--- config.mk ---
export PLATFORM = sky130hd
export DESIGN_NAME = command_history_ring
export DESIGN_NICKNAME = d
export VERILOG_FILES = /design/src/hdl/cmdh_pkg.sv /design/src/hdl/cmdh_store.sv /design/src/hdl/command_history_ring.sv
export SDC_FILE = /design/constraint.sdc
export NUM_CORES = 2
export LEC_CHECK = 0
export BUFFER_PORTS_ARGS = -buffer_cell sky130_fd_sc_hd__buf_2
export CAP_MARGIN = 40
export CORE_MARGIN = 1.5
export CORE_UTILIZATION = 45
export DETAILED_ROUTE_END_ITERATION = 7
export GPL_TIMING_DRIVEN = 0
export PLACE_DENSITY = 0.63
export REMOVE_ABC_BUFFERS = 1
export SLEW_MARGIN = 15
export SYNTH_ARGS = -nofsm -noshare
export SYNTH_HDL_FRONTEND = slang
export SYNTH_MEMORY_MAX_BITS = 65536
export SYNTH_SLANG_ARGS = --single-unit
--- constraint.sdc ---
create_clock -name i_clk -period 9.4 [get_ports i_clk]
set_input_delay 0.47 -clock i_clk [delete_from_list [all_inputs] [get_ports i_clk]]
set_output_delay 0.47 -clock i_clk [all_outputs]
set_load 0.05 [all_outputs]
--- src/hdl/cmdh_pkg.sv ---
`timescale 1ns / 1ps
// ----------------------------------------------------------------------------
// Command history ring package
// Request and status codes and the fixed field widths that the command
// history ring and its storage share.
// ----------------------------------------------------------------------------
package cmdh_pkg;

    // Fixed widths of the request and result fields.
    localparam int REQ_W  = 2;
    localparam int CHAR_W = 8;
    localparam int CLEN_W = 12;
    localparam int BUF_W  = 12;
    localparam int ST_W   = 2;

    // Request codes.
    typedef enum logic [REQ_W-1:0] {
        REQ_APPEND = 2'd0,
        REQ_PREV   = 2'd1,
        REQ_NEXT   = 2'd2,
        REQ_CLEAR  = 2'd3
    } t_req;

    // Status codes carried on every result.
    typedef enum logic [ST_W-1:0] {
        ST_OK        = 2'd0,
        ST_TOO_LONG  = 2'd1,
        ST_BUF_SMALL = 2'd2
    } t_status;

endpackage

--- src/hdl/cmdh_store.sv ---
`timescale 1ns / 1ps
// ----------------------------------------------------------------------------
// Command history storage
// Holds the staging buffer for the command being typed, the line store and
// the table of line lengths. Every memory has one write port and one read
// port with a registered, enable-held read.
// ----------------------------------------------------------------------------
module cmdh_store
    import cmdh_pkg::*;
#(
    parameter int DEPTH    = 16,
    parameter int MAX_LINE = 32,
    localparam int SW      = (DEPTH > 1) ? $clog2(DEPTH) : 1,
    localparam int IW      = (MAX_LINE > 1) ? $clog2(MAX_LINE) : 1,
    localparam int CW      = $clog2(MAX_LINE + 1)
) (
    input  logic              i_clk,
    // Staging buffer ports.
    input  logic              i_stg_we,
    input  logic [IW-1:0]     i_stg_waddr,
    input  logic [CHAR_W-1:0] i_stg_wdata,
    input  logic              i_stg_re,
    input  logic [IW-1:0]     i_stg_raddr,
    output logic [CHAR_W-1:0] o_stg_q,
    // Line store ports, addressed by slot and character index.
    input  logic              i_line_we,
    input  logic [SW+IW-1:0]  i_line_waddr,
    input  logic [CHAR_W-1:0] i_line_wdata,
    input  logic              i_line_re,
    input  logic [SW+IW-1:0]  i_line_raddr,
    output logic [CHAR_W-1:0] o_line_q,
    // Line length table ports.
    input  logic              i_len_we,
    input  logic [SW-1:0]     i_len_waddr,
    input  logic [CW-1:0]     i_len_wdata,
    input  logic              i_len_re,
    input  logic [SW-1:0]     i_len_raddr,
    output logic [CW-1:0]     o_len_q
);

    localparam int LINE_WORDS = DEPTH * (2 ** IW);

    logic [CHAR_W-1:0] stg_mem  [MAX_LINE];
    logic [CHAR_W-1:0] line_mem [LINE_WORDS];
    logic [CW-1:0]     len_mem  [DEPTH];

    logic [CHAR_W-1:0] r_stg_q;
    logic [CHAR_W-1:0] r_line_q;
    logic [CW-1:0]     r_len_q;

    // Staging buffer: written as characters arrive, read during the copy.
    always_ff @(posedge i_clk) begin
        if (i_stg_we) begin
            stg_mem[i_stg_waddr] <= i_stg_wdata;
        end
        if (i_stg_re) begin
            r_stg_q <= stg_mem[i_stg_raddr];
        end
    end

    // Line store: filled by the copy, read while a line is recalled.
    always_ff @(posedge i_clk) begin
        if (i_line_we) begin
            line_mem[i_line_waddr] <= i_line_wdata;
        end
        if (i_line_re) begin
            r_line_q <= line_mem[i_line_raddr];
        end
    end

    // Length table: written on commit, read at the start of a recall.
    always_ff @(posedge i_clk) begin
        if (i_len_we) begin
            len_mem[i_len_waddr] <= i_len_wdata;
        end
        if (i_len_re) begin
            r_len_q <= len_mem[i_len_raddr];
        end
    end

    assign o_stg_q  = r_stg_q;
    assign o_line_q = r_line_q;
    assign o_len_q  = r_len_q;

endmodule

--- src/hdl/command_history_ring.sv ---
`timescale 1ns / 1ps
// ----------------------------------------------------------------------------
// Command history ring
// Overwriting ring of DEPTH text lines with a browse cursor, recalled one
// character per result.
// ----------------------------------------------------------------------------
// Append characters are taken one per cycle and gathered in a staging
// buffer; the request marked last returns its status at once, and a
// committed line is then copied into the line store, during which no new
// request is taken. A previous or next request reads the length of the
// selected line as it is taken and checks it in the S_LEN state; a
// buffer-too-small or empty-line answer is loaded at the end of that
// state, and otherwise the S_STREAM state reads the line store and the
// characters follow, one per cycle while the sink keeps ready high;
// the single read port of the line store sets that pace. No new request is
// taken until the whole line has been sent. Clear, empty-history and
// end-of-history requests give one result at once. A result that waits for
// the sink holds off new requests. The stores need no clearing pass after
// reset.
module command_history_ring
    import cmdh_pkg::*;
#(
    parameter int DEPTH    = 16,
    parameter int MAX_LINE = 32
) (
    input  logic              i_clk,
    input  logic              i_rst_n,
    // Request channel.
    input  logic              i_in_valid,
    output logic              o_in_ready,
    input  logic [REQ_W-1:0]  i_req_type,
    input  logic [CHAR_W-1:0] i_in_char,
    input  logic [CLEN_W-1:0] i_cmd_length,
    input  logic              i_last_char,
    input  logic [BUF_W-1:0]  i_buf_size,
    // Result channel.
    output logic              o_out_valid,
    input  logic              i_out_ready,
    output logic [CHAR_W-1:0] o_out_char,
    output logic              o_has_char,
    output logic              o_last_result,
    output logic [ST_W-1:0]   o_status
);

    localparam int SW     = (DEPTH > 1) ? $clog2(DEPTH) : 1;
    localparam int IW     = (MAX_LINE > 1) ? $clog2(MAX_LINE) : 1;
    localparam int CW     = $clog2(MAX_LINE + 1);
    localparam int CURW   = $clog2(DEPTH + 1);
    localparam int BUFX_W = BUF_W + 1;

    localparam logic [SW-1:0]     SLOT_MAX  = SW'(DEPTH - 1);
    localparam logic [CW-1:0]     LINE_MAX  = CW'(MAX_LINE);
    localparam logic [CLEN_W-1:0] CLEN_MAX  = CLEN_W'(MAX_LINE);
    localparam logic [CURW-1:0]   CUR_DEPTH = CURW'(DEPTH);

    typedef enum logic [1:0] {
        S_IDLE,
        S_LEN,
        S_STREAM,
        S_COPY
    } t_state;

    t_state            r_state;
    logic              r_out_valid;
    logic [CHAR_W-1:0] r_out_char;
    logic              r_has_char;
    logic              r_last_result;
    t_status           r_status;

    logic [SW-1:0]     r_oldest;
    logic [SW-1:0]     r_newest;
    logic              r_empty;
    logic [CURW-1:0]   r_cursor;
    logic [CW-1:0]     r_append_count;

    logic [SW-1:0]     r_slot;
    logic [CW-1:0]     r_len;
    logic [BUF_W-1:0]  r_buf;
    logic [CW-1:0]     r_rd_idx;
    logic [IW-1:0]     r_wr_idx;
    logic              r_pend;
    logic              r_q_last;

    t_req              req;
    logic              can_load;
    logic              in_acc;
    logic              len_ok;
    logic              stage_en;
    logic [CW-1:0]     cnt_inc;
    logic [CW-1:0]     commit_len;
    logic              commit;
    logic [SW-1:0]     new_newest;
    logic [SW-1:0]     new_oldest;
    logic [CURW-1:0]   cur_dec;
    logic [CURW-1:0]   cur_inc;
    logic [SW-1:0]     prev_slot;
    logic [SW-1:0]     next_slot;
    logic              at_end;
    logic              browse_go;
    logic [SW-1:0]     sel_slot;
    logic [CW-1:0]     len_q;
    logic [CW-1:0]     len_eff;
    logic              too_small;
    logic              res_load;
    logic              st_rd;
    logic              cp_rd;
    logic              cp_wr;
    logic [CHAR_W-1:0] stg_q;
    logic [CHAR_W-1:0] line_q;

    // Ring slot increment with wrap.
    function automatic logic [SW-1:0] slot_inc(input logic [SW-1:0] s);
        return (s == SLOT_MAX) ? '0 : s + SW'(1);
    endfunction

    // Handshake: a request is taken only when its result has a place to go.
    assign can_load   = !r_out_valid || i_out_ready;
    assign o_in_ready = (r_state == S_IDLE) && can_load;
    assign in_acc     = i_in_valid && o_in_ready;
    assign req        = t_req'(i_req_type);

    // Append path: staging and commit decisions.
    assign len_ok   = (i_cmd_length <= CLEN_MAX);
    assign stage_en = in_acc && (req == REQ_APPEND) && len_ok
                      && (CLEN_W'(r_append_count) < i_cmd_length)
                      && (r_append_count < LINE_MAX);
    assign cnt_inc    = r_append_count + CW'(1);
    assign commit_len = stage_en ? cnt_inc : r_append_count;
    assign commit     = in_acc && (req == REQ_APPEND) && i_last_char && len_ok;

    // Ring indexes after a commit; the oldest line goes when the ring is full.
    always_comb begin
        if (r_empty) begin
            new_newest = '0;
            new_oldest = '0;
        end else begin
            new_newest = slot_inc(r_newest);
            new_oldest = (r_oldest == new_newest) ? slot_inc(r_oldest) : r_oldest;
        end
    end

    // Cursor navigation: slot selection for previous and next, and the end test.
    always_comb begin
        cur_dec = r_cursor - CURW'(1);
        cur_inc = r_cursor + CURW'(1);
        if (r_cursor != '0) begin
            prev_slot = SW'(cur_dec);
        end else if (r_oldest == '0) begin
            prev_slot = r_newest;
        end else begin
            prev_slot = SLOT_MAX;
        end
        if (cur_inc >= CUR_DEPTH) begin
            next_slot = SW'(cur_inc - CUR_DEPTH);
        end else begin
            next_slot = SW'(cur_inc);
        end
        at_end = (r_cursor == CURW'(r_newest))
                 || (r_cursor == CURW'(r_newest) + CURW'(1));
    end

    assign browse_go = in_acc && !r_empty
                       && ((req == REQ_PREV) || ((req == REQ_NEXT) && !at_end));
    assign sel_slot  = (req == REQ_PREV) ? prev_slot : next_slot;

    // Length check against the reader's buffer.
    assign len_eff   = (len_q > LINE_MAX) ? LINE_MAX : len_q;
    assign too_small = (BUFX_W'(len_eff) + BUFX_W'(1)) > BUFX_W'(r_buf);

    // A new result enters the output register in this cycle.
    assign res_load = (in_acc && !browse_go && ((req != REQ_APPEND) || i_last_char))
                      || ((r_state == S_LEN) && can_load
                          && (too_small || (len_eff == '0)))
                      || ((r_state == S_STREAM) && r_pend && can_load);

    // Memory sequencing for the recall stream and the commit copy.
    assign st_rd = (r_state == S_STREAM) && (r_rd_idx < r_len)
                   && (!r_pend || can_load);
    assign cp_rd = (r_state == S_COPY) && (r_rd_idx < r_len);
    assign cp_wr = (r_state == S_COPY) && r_pend;

    cmdh_store #(
        .DEPTH    (DEPTH),
        .MAX_LINE (MAX_LINE)
    ) u_store (
        .i_clk        (i_clk),
        .i_stg_we     (stage_en),
        .i_stg_waddr  (r_append_count[IW-1:0]),
        .i_stg_wdata  (i_in_char),
        .i_stg_re     (cp_rd),
        .i_stg_raddr  (r_rd_idx[IW-1:0]),
        .o_stg_q      (stg_q),
        .i_line_we    (cp_wr),
        .i_line_waddr ({r_slot, r_wr_idx}),
        .i_line_wdata (stg_q),
        .i_line_re    (st_rd),
        .i_line_raddr ({r_slot, r_rd_idx[IW-1:0]}),
        .o_line_q     (line_q),
        .i_len_we     (commit),
        .i_len_waddr  (new_newest),
        .i_len_wdata  (commit_len),
        .i_len_re     (browse_go),
        .i_len_raddr  (sel_slot),
        .o_len_q      (len_q)
    );

    // Control state machine, ring indexes and the result register.
    always_ff @(posedge i_clk) begin
        if (!i_rst_n) begin
            r_state        <= S_IDLE;
            r_out_valid    <= 1'b0;
            r_out_char     <= '0;
            r_has_char     <= 1'b0;
            r_last_result  <= 1'b0;
            r_status       <= ST_OK;
            r_oldest       <= '0;
            r_newest       <= '0;
            r_empty        <= 1'b1;
            r_cursor       <= '0;
            r_append_count <= '0;
            r_slot         <= '0;
            r_len          <= '0;
            r_buf          <= '0;
            r_rd_idx       <= '0;
            r_wr_idx       <= '0;
            r_pend         <= 1'b0;
            r_q_last       <= 1'b0;
        end else begin
            // The result is valid from its load until the sink takes it.
            if (res_load) begin
                r_out_valid <= 1'b1;
            end else if (can_load) begin
                r_out_valid <= 1'b0;
            end
            case (r_state)
                S_IDLE: begin
                    if (in_acc) begin
                        case (req)
                            REQ_APPEND: begin
                                if (i_last_char) begin
                                    r_append_count <= '0;
                                    r_out_char     <= '0;
                                    r_has_char     <= 1'b0;
                                    r_last_result  <= 1'b1;
                                    r_status       <= len_ok ? ST_OK : ST_TOO_LONG;
                                    if (len_ok) begin
                                        r_newest <= new_newest;
                                        r_oldest <= new_oldest;
                                        r_empty  <= 1'b0;
                                        r_cursor <= CURW'(new_newest) + CURW'(1);
                                        if (commit_len != '0) begin
                                            r_state  <= S_COPY;
                                            r_slot   <= new_newest;
                                            r_len    <= commit_len;
                                            r_rd_idx <= '0;
                                        end
                                    end
                                end else if (stage_en) begin
                                    r_append_count <= cnt_inc;
                                end
                            end
                            REQ_CLEAR: begin
                                r_oldest       <= '0;
                                r_newest       <= '0;
                                r_empty        <= 1'b1;
                                r_cursor       <= '0;
                                r_append_count <= '0;
                                r_out_char     <= '0;
                                r_has_char     <= 1'b0;
                                r_last_result  <= 1'b1;
                                r_status       <= ST_OK;
                            end
                            default: begin
                                if (browse_go) begin
                                    r_slot  <= sel_slot;
                                    r_buf   <= i_buf_size;
                                    r_state <= S_LEN;
                                end else begin
                                    // Empty history or end of history.
                                    r_out_char    <= '0;
                                    r_has_char    <= 1'b0;
                                    r_last_result <= 1'b1;
                                    r_status      <= ST_OK;
                                end
                            end
                        endcase
                    end
                end
                S_LEN: begin
                    if (can_load) begin
                        if (too_small) begin
                            r_out_char    <= '0;
                            r_has_char    <= 1'b0;
                            r_last_result <= 1'b1;
                            r_status      <= ST_BUF_SMALL;
                            r_state       <= S_IDLE;
                        end else begin
                            r_cursor <= CURW'(r_slot);
                            if (len_eff == '0) begin
                                r_out_char    <= '0;
                                r_has_char    <= 1'b0;
                                r_last_result <= 1'b1;
                                r_status      <= ST_OK;
                                r_state       <= S_IDLE;
                            end else begin
                                r_len    <= len_eff;
                                r_rd_idx <= '0;
                                r_state  <= S_STREAM;
                            end
                        end
                    end
                end
                S_STREAM: begin
                    // Hand the fetched character on, then fetch the next one.
                    if (r_pend && can_load) begin
                        r_out_char    <= line_q;
                        r_has_char    <= 1'b1;
                        r_last_result <= r_q_last;
                        r_status      <= ST_OK;
                        if (r_q_last) begin
                            r_state <= S_IDLE;
                        end
                    end
                    if (st_rd) begin
                        r_pend   <= 1'b1;
                        r_rd_idx <= r_rd_idx + CW'(1);
                        r_q_last <= (r_rd_idx + CW'(1) == r_len);
                    end else if (r_pend && can_load) begin
                        r_pend <= 1'b0;
                    end
                end
                S_COPY: begin
                    // Read a character from staging, write it to the line store in the next cycle.
                    if (cp_rd) begin
                        r_pend   <= 1'b1;
                        r_wr_idx <= r_rd_idx[IW-1:0];
                        r_rd_idx <= r_rd_idx + CW'(1);
                    end else begin
                        r_pend <= 1'b0;
                        if (r_pend) begin
                            r_state <= S_IDLE;
                        end
                    end
                end
                default: begin
                    r_state <= S_IDLE;
                end
            endcase
        end
    end

    assign o_out_valid   = r_out_valid;
    assign o_out_char    = r_out_char;
    assign o_has_char    = r_has_char;
    assign o_last_result = r_last_result;
    assign o_status      = r_status;

`ifndef ASSERT_OFF
    // An empty history always has both ring indexes at slot zero.
    a_empty_idx: assert property (@(posedge i_clk) disable iff (!i_rst_n)
        r_empty |-> (r_newest == '0 && r_oldest == '0))
        else $error("empty history with non-zero ring indexes");

    // The staged character count never passes the line limit.
    a_count_max: assert property (@(posedge i_clk) disable iff (!i_rst_n)
        r_append_count <= LINE_MAX)
        else $error("append count beyond line limit");

    // The cursor stays within one past the last slot.
    a_cursor_max: assert property (@(posedge i_clk) disable iff (!i_rst_n)
        r_cursor <= CUR_DEPTH)
        else $error("cursor out of range");

    // No memory read is left in flight once the controller is idle.
    a_idle_pend: assert property (@(posedge i_clk) disable iff (!i_rst_n)
        (r_state == S_IDLE) |-> !r_pend)
        else $error("read pending while idle");

    // A result that carries a character is always an ok result.
    a_char_ok: assert property (@(posedge i_clk) disable iff (!i_rst_n)
        (r_out_valid && r_has_char) |-> (r_status == ST_OK))
        else $error("character result with error status");
`endif

endmodule
==> implementation parameters <==
Parameter                              Value

Status
  Run status    completed

STA
  Clock tree skew after final layout    0.04516 ns
  Final Hold Vio Count    0
  Max-slew violation count    0
  Crit path time final    5.862 ns
  Transition time at the pin with the least slew margin    0.9681 ns
  Final setup violation count    0
  Worst slew margin relative to its limit    34.77%
  Achievable clock frequency    170.6 MHz
  Share of the cycle needed by the critical path after routing    between 60 and 70%
  Setup repair after global routing missed its margin    false

Placed design
  Global placer's final weighted congestion    0.8131
  Area of placed instances    189100 µm²
  Final HPWL from detailed placement    284.9 mm
  I/O Buffers    52

Synthesis
  Synth Area in Simple Gates    3.629%
  Fraction of the yosys area taken by sequential cells    76.52%
  Post-Syn Area    177200 µm²
  Xor and xnor area share after synthesis    less than 1%
  Fraction of the mapped netlist area in compound gates    between 2 and 2.5%
  Number of enable flip-flop cells after synthesis    approximately 4500
  Combinational family with the most area after synthesis    multiplexers
  Post-synthesis sequential element count    4540
  Share of cell area taken by muxes after synthesis    15.62%
  Area share of fa/ha/maj cells after synthesis    0.2824%
  Mapped Cells    8550
  Synth warn    0
  Yosys cell types    82
  Async set-reset flop share out of synthesis    0%
  Avg Cell Area, Syn    about 21 µm²
  Main synth FF type    sky130_fd_sc_hd__edfxtp_1

Floorplan
  Initial core utilization    between 40% and 50%
  Area inside the core boundary    392200 µm²
  FP Rows    230
  Height of the die    about 630 µm
  # IOs    53
  Die Width    630.6 µm
  Die area    between 300000 and 400000 µm²

Clock network
  CTS max path bufs    4
  Clock tree from TritonCTS    yes
  Count of clock tree sinks    between 4000 and 5000
  Clock insertion delay at the later pin of the skew report    0.98 ns
  TritonCTS buffer count    449
  Post-CTS resize count    0
  Clock-pin slew on the worst setup and hold paths    ~0.07 ns
  Number of H-tree levels    5
  Clock tree root driver cell    sky130_fd_sc_hd__clkbuf_16

Critical path
  Worst setup path endpoint    u_store.o_line_q[0]$_DFFE_PP_
  Required time worst endpoint    approximately 10 ns
  End of the worst register-to-register path    u_store.o_line_q[0]$_DFFE_PP_
  Cells on worst reg2reg path    12
  R2R Setup Slk    3.54 ns
  Launching instance or port of the critical path    r_rd_idx[1]$_SDFFE_PN0P_
  Type of destination of the critical path    flop
  Critical path peak fanout    50
  Worst reg2reg path startpoint    r_rd_idx[1]$_SDFFE_PN0P_
  Setup Crit Path Kind    reg -> reg
  Worst EP arrival    6.57 ns
  Crit start category    flop

Drt
  Routed vias/inst    6.046
  Number of DRC violations after detailed routing    0
  Routed via count    88060
  Number of optimization iterations in the first detailed-route pass    6
  Routed Wire Length    436.0 mm
  Detail-routed net length per standard cell    29.94 µm
  Number of DRC violations after detailed-routing iteration 0    10372
  Remaining antenna violation count after routing    0

Run
  Max-capacitance violation count    0

GRT
  Global routing's busiest layer    met2
  Antenna violations before repair    22
  Met2 track utilization from global routing    34.36%
  Global-route wire length before repair    631.7 mm
  Tot GR Track Use    21.69%
  Number of global-route vias before repair    88587
  Global Route met1 Usage    31.27%
  Met3 usage    3.812%
  Total grt overflow    0
  Pin count of the biggest net entering global routing    54

Power
  Worst IR drop on VDD    0.1775 mV
  Static Leakage    approximately 60 nW
  Pwr dens    194.7 nW/µm²

Hold path
  Hold Path Class    in -> reg

Cells and area
  Area growth syn-to-layout    15.02%
  Commonest cells after routing, fill and taps aside    4470 x sky130_fd_sc_hd__edfxtp_1, 1084 x sky130_fd_sc_hd__mux4_2, 696 x sky130_fd_sc_hd__nor2_1
  Ratio of cells with drive above 1 in the final layout    24.23%
  Filler cell count    30020
  Post-Route Utilization    51.97%
  Commonest non-fill, non-tap cell in the layout    sky130_fd_sc_hd__edfxtp_1
  Count of nets after finishing    9024
  Finished layout cell area    around 200000 µm²
cells by family (layout without fill, tap and decap cells):
family | count (synthesis) | count (layout)
AOI/OAI and AO/OA | 569 | 569
adders and majority gates | 40 | 40
xor gates and xnor gates | 29 | 29
other | 1 | 28
muxes | 1409 | 1409
buffers and inverters | 579 | 1348
DFF | 4540 | 4540
and+or+nand+nor | 1383 | 1383
layout make-up:
class / count / area (µm²) / share of cell area [%]
Antenna cell: 27 / 67.56 / 0.03314
Clock buffer: 554 / 11820 / 5.798
Clock inverter: 271 / 2572 / 1.262
Inverter: 54 / 203.9 / 0.1000
Multi-Input combinational cell: 3431 / 39250 / 19.25
Sequential cell: 4540 / 135700 / 66.54
Tap cell: 5220 / 6531 / 3.204
Timing Repair Buffer: 469 / 7761 / 3.807
critical path: stages, from the launching register on:
cell and delay, ns:
sky130_fd_sc_hd__dfxtp_4 0.76, sky130_fd_sc_hd__buf_16 0.35, sky130_fd_sc_hd__buf_12 0.27, sky130_fd_sc_hd__buf_16 0.29
sky130_fd_sc_hd__buf_16 0.29, sky130_fd_sc_hd__buf_16 0.31, sky130_fd_sc_hd__buf_16 0.31, sky130_fd_sc_hd__mux4_2 0.38
sky130_fd_sc_hd__mux4_2 0.52, sky130_fd_sc_hd__nand3_1 0.19, sky130_fd_sc_hd__nand4_1 0.28, sky130_fd_sc_hd__or4_1 0.93
sky130_fd_sc_hd__or4_1 0.50
synthesized netlist by cell type, drive strengths merged (6+ instances only):
cell     instances  area share, %
mux4          1084             14
o211ai          27           0.11
o22a            13          0.064
nor3            43           0.12
and2            24          0.085
o31ai            6          0.025
inv             53           0.11
and4             6          0.030
edfxtp        4470             76
nand3          139           0.39
a22oi          164           0.69
or3             11          0.039
mux2            10          0.064
and3            33           0.12
and3b            8          0.040
nand4           56           0.20
nor3b           10          0.042
buf            279           0.94
nand2          177           0.37
ha              40           0.28
o22ai           87           0.31
o21ai           71           0.20
a21oi           62           0.18
nor4            31           0.11
nor2b           44           0.16
or4             56           0.24
a211oi          11          0.049
a31oi           46           0.16
nand3b           9          0.038
a22o            22           0.11
nor2           700            1.5
a2111oi         13          0.078
xnor2           20          0.099
nand2b          13          0.046
a221oi           8          0.040
mux2i          315            1.8
clkbuf         246           0.52
xor2             9          0.044
dfxtp           70           0.79
metrics by stage:
| step | hold slack, ns | TNS (ns) | cells | total power, mW | setup WS [ns] |
|---|---|---|---|---|---|
| 2_1_floorplan | 0.4386 | -1954.88 | 8025 | 22.41 | -44.96 |
| 3_3_place_gp | 0.4524 | - | 13297 | 22.48 | -99.51 |
| 3_5_place_dp | 0.4620 | 0 | 13676 | 22.49 | 3.514 |
| 4_1_cts | 0.01241 | 0 | 14515 | 39.89 | 3.494 |
| 5_1_grt | 0.04466 | 0 | 14559 | 40.64 | 3.213 |
| 6_report | 0.07380 | 0 | 14566 | 39.69 | 3.538 |
where the power goes:
part	total, mW	internal (mW)	switching [mW]
combinational	0.160	0.0604	0.0993
sequential	21.9	21.9	0.00425
clock	17.6	10.1	7.51
total	39.7	32.1	7.62
how the worst min path moves through the flow:
stage / startpoint / end / slack, ns / depth (start not counted)
4_1_cts: i_in_char[7] / u_store.stg_mem[26][7]$_DFFE_PP_ / 0.01 / 1
5_1_grt: i_in_char[0] / u_store.stg_mem[13][0]$_DFFE_PP_ / 0.04 / 1
3_5_place_dp: r_len[5]$_SDFFE_PN0P_ / r_len[5]$_SDFFE_PN0P_ / 0.46 / 2
2_1_floorplan: r_len[4]$_SDFFE_PN0P_ / r_len[4]$_SDFFE_PN0P_ / 0.44 / 2
3_3_place_gp: o_status[0]$_SDFFE_PN0P_ / o_status[0]$_SDFFE_PN0P_ / 0.45 / 2
6_report: i_in_char[7] / u_store.stg_mem[26][7]$_DFFE_PP_ / 0.07 / 1
repair_timing:
action	CTS	global route
hold endpoints to repair	14	0
hold buffers	14	0
buffers inserted	0	0
sequential cells by signal, summed over array words and instances (netlist names), 4 cells and up:
signal,flops
o_out_char,8
r_append_count,6
r_buf,12
r_cursor,5
r_len,6
r_newest,4
r_oldest,4
r_rd_idx,6
r_slot,4
r_wr_idx,5
u_store.len_mem,96
u_store.line_mem,4096
u_store.o_len_q,6
u_store.o_line_q,8
u_store.o_stg_q,8
u_store.stg_mem,256
per-layer routing:
metal,vias up,wire length (µm)
li1,36368,-
met1,47002,178800
met2,4045,208500
met3,639,37020
met4,6,11730
met5,-,41
No activity file was read; power rests on OpenSTA's default activity.
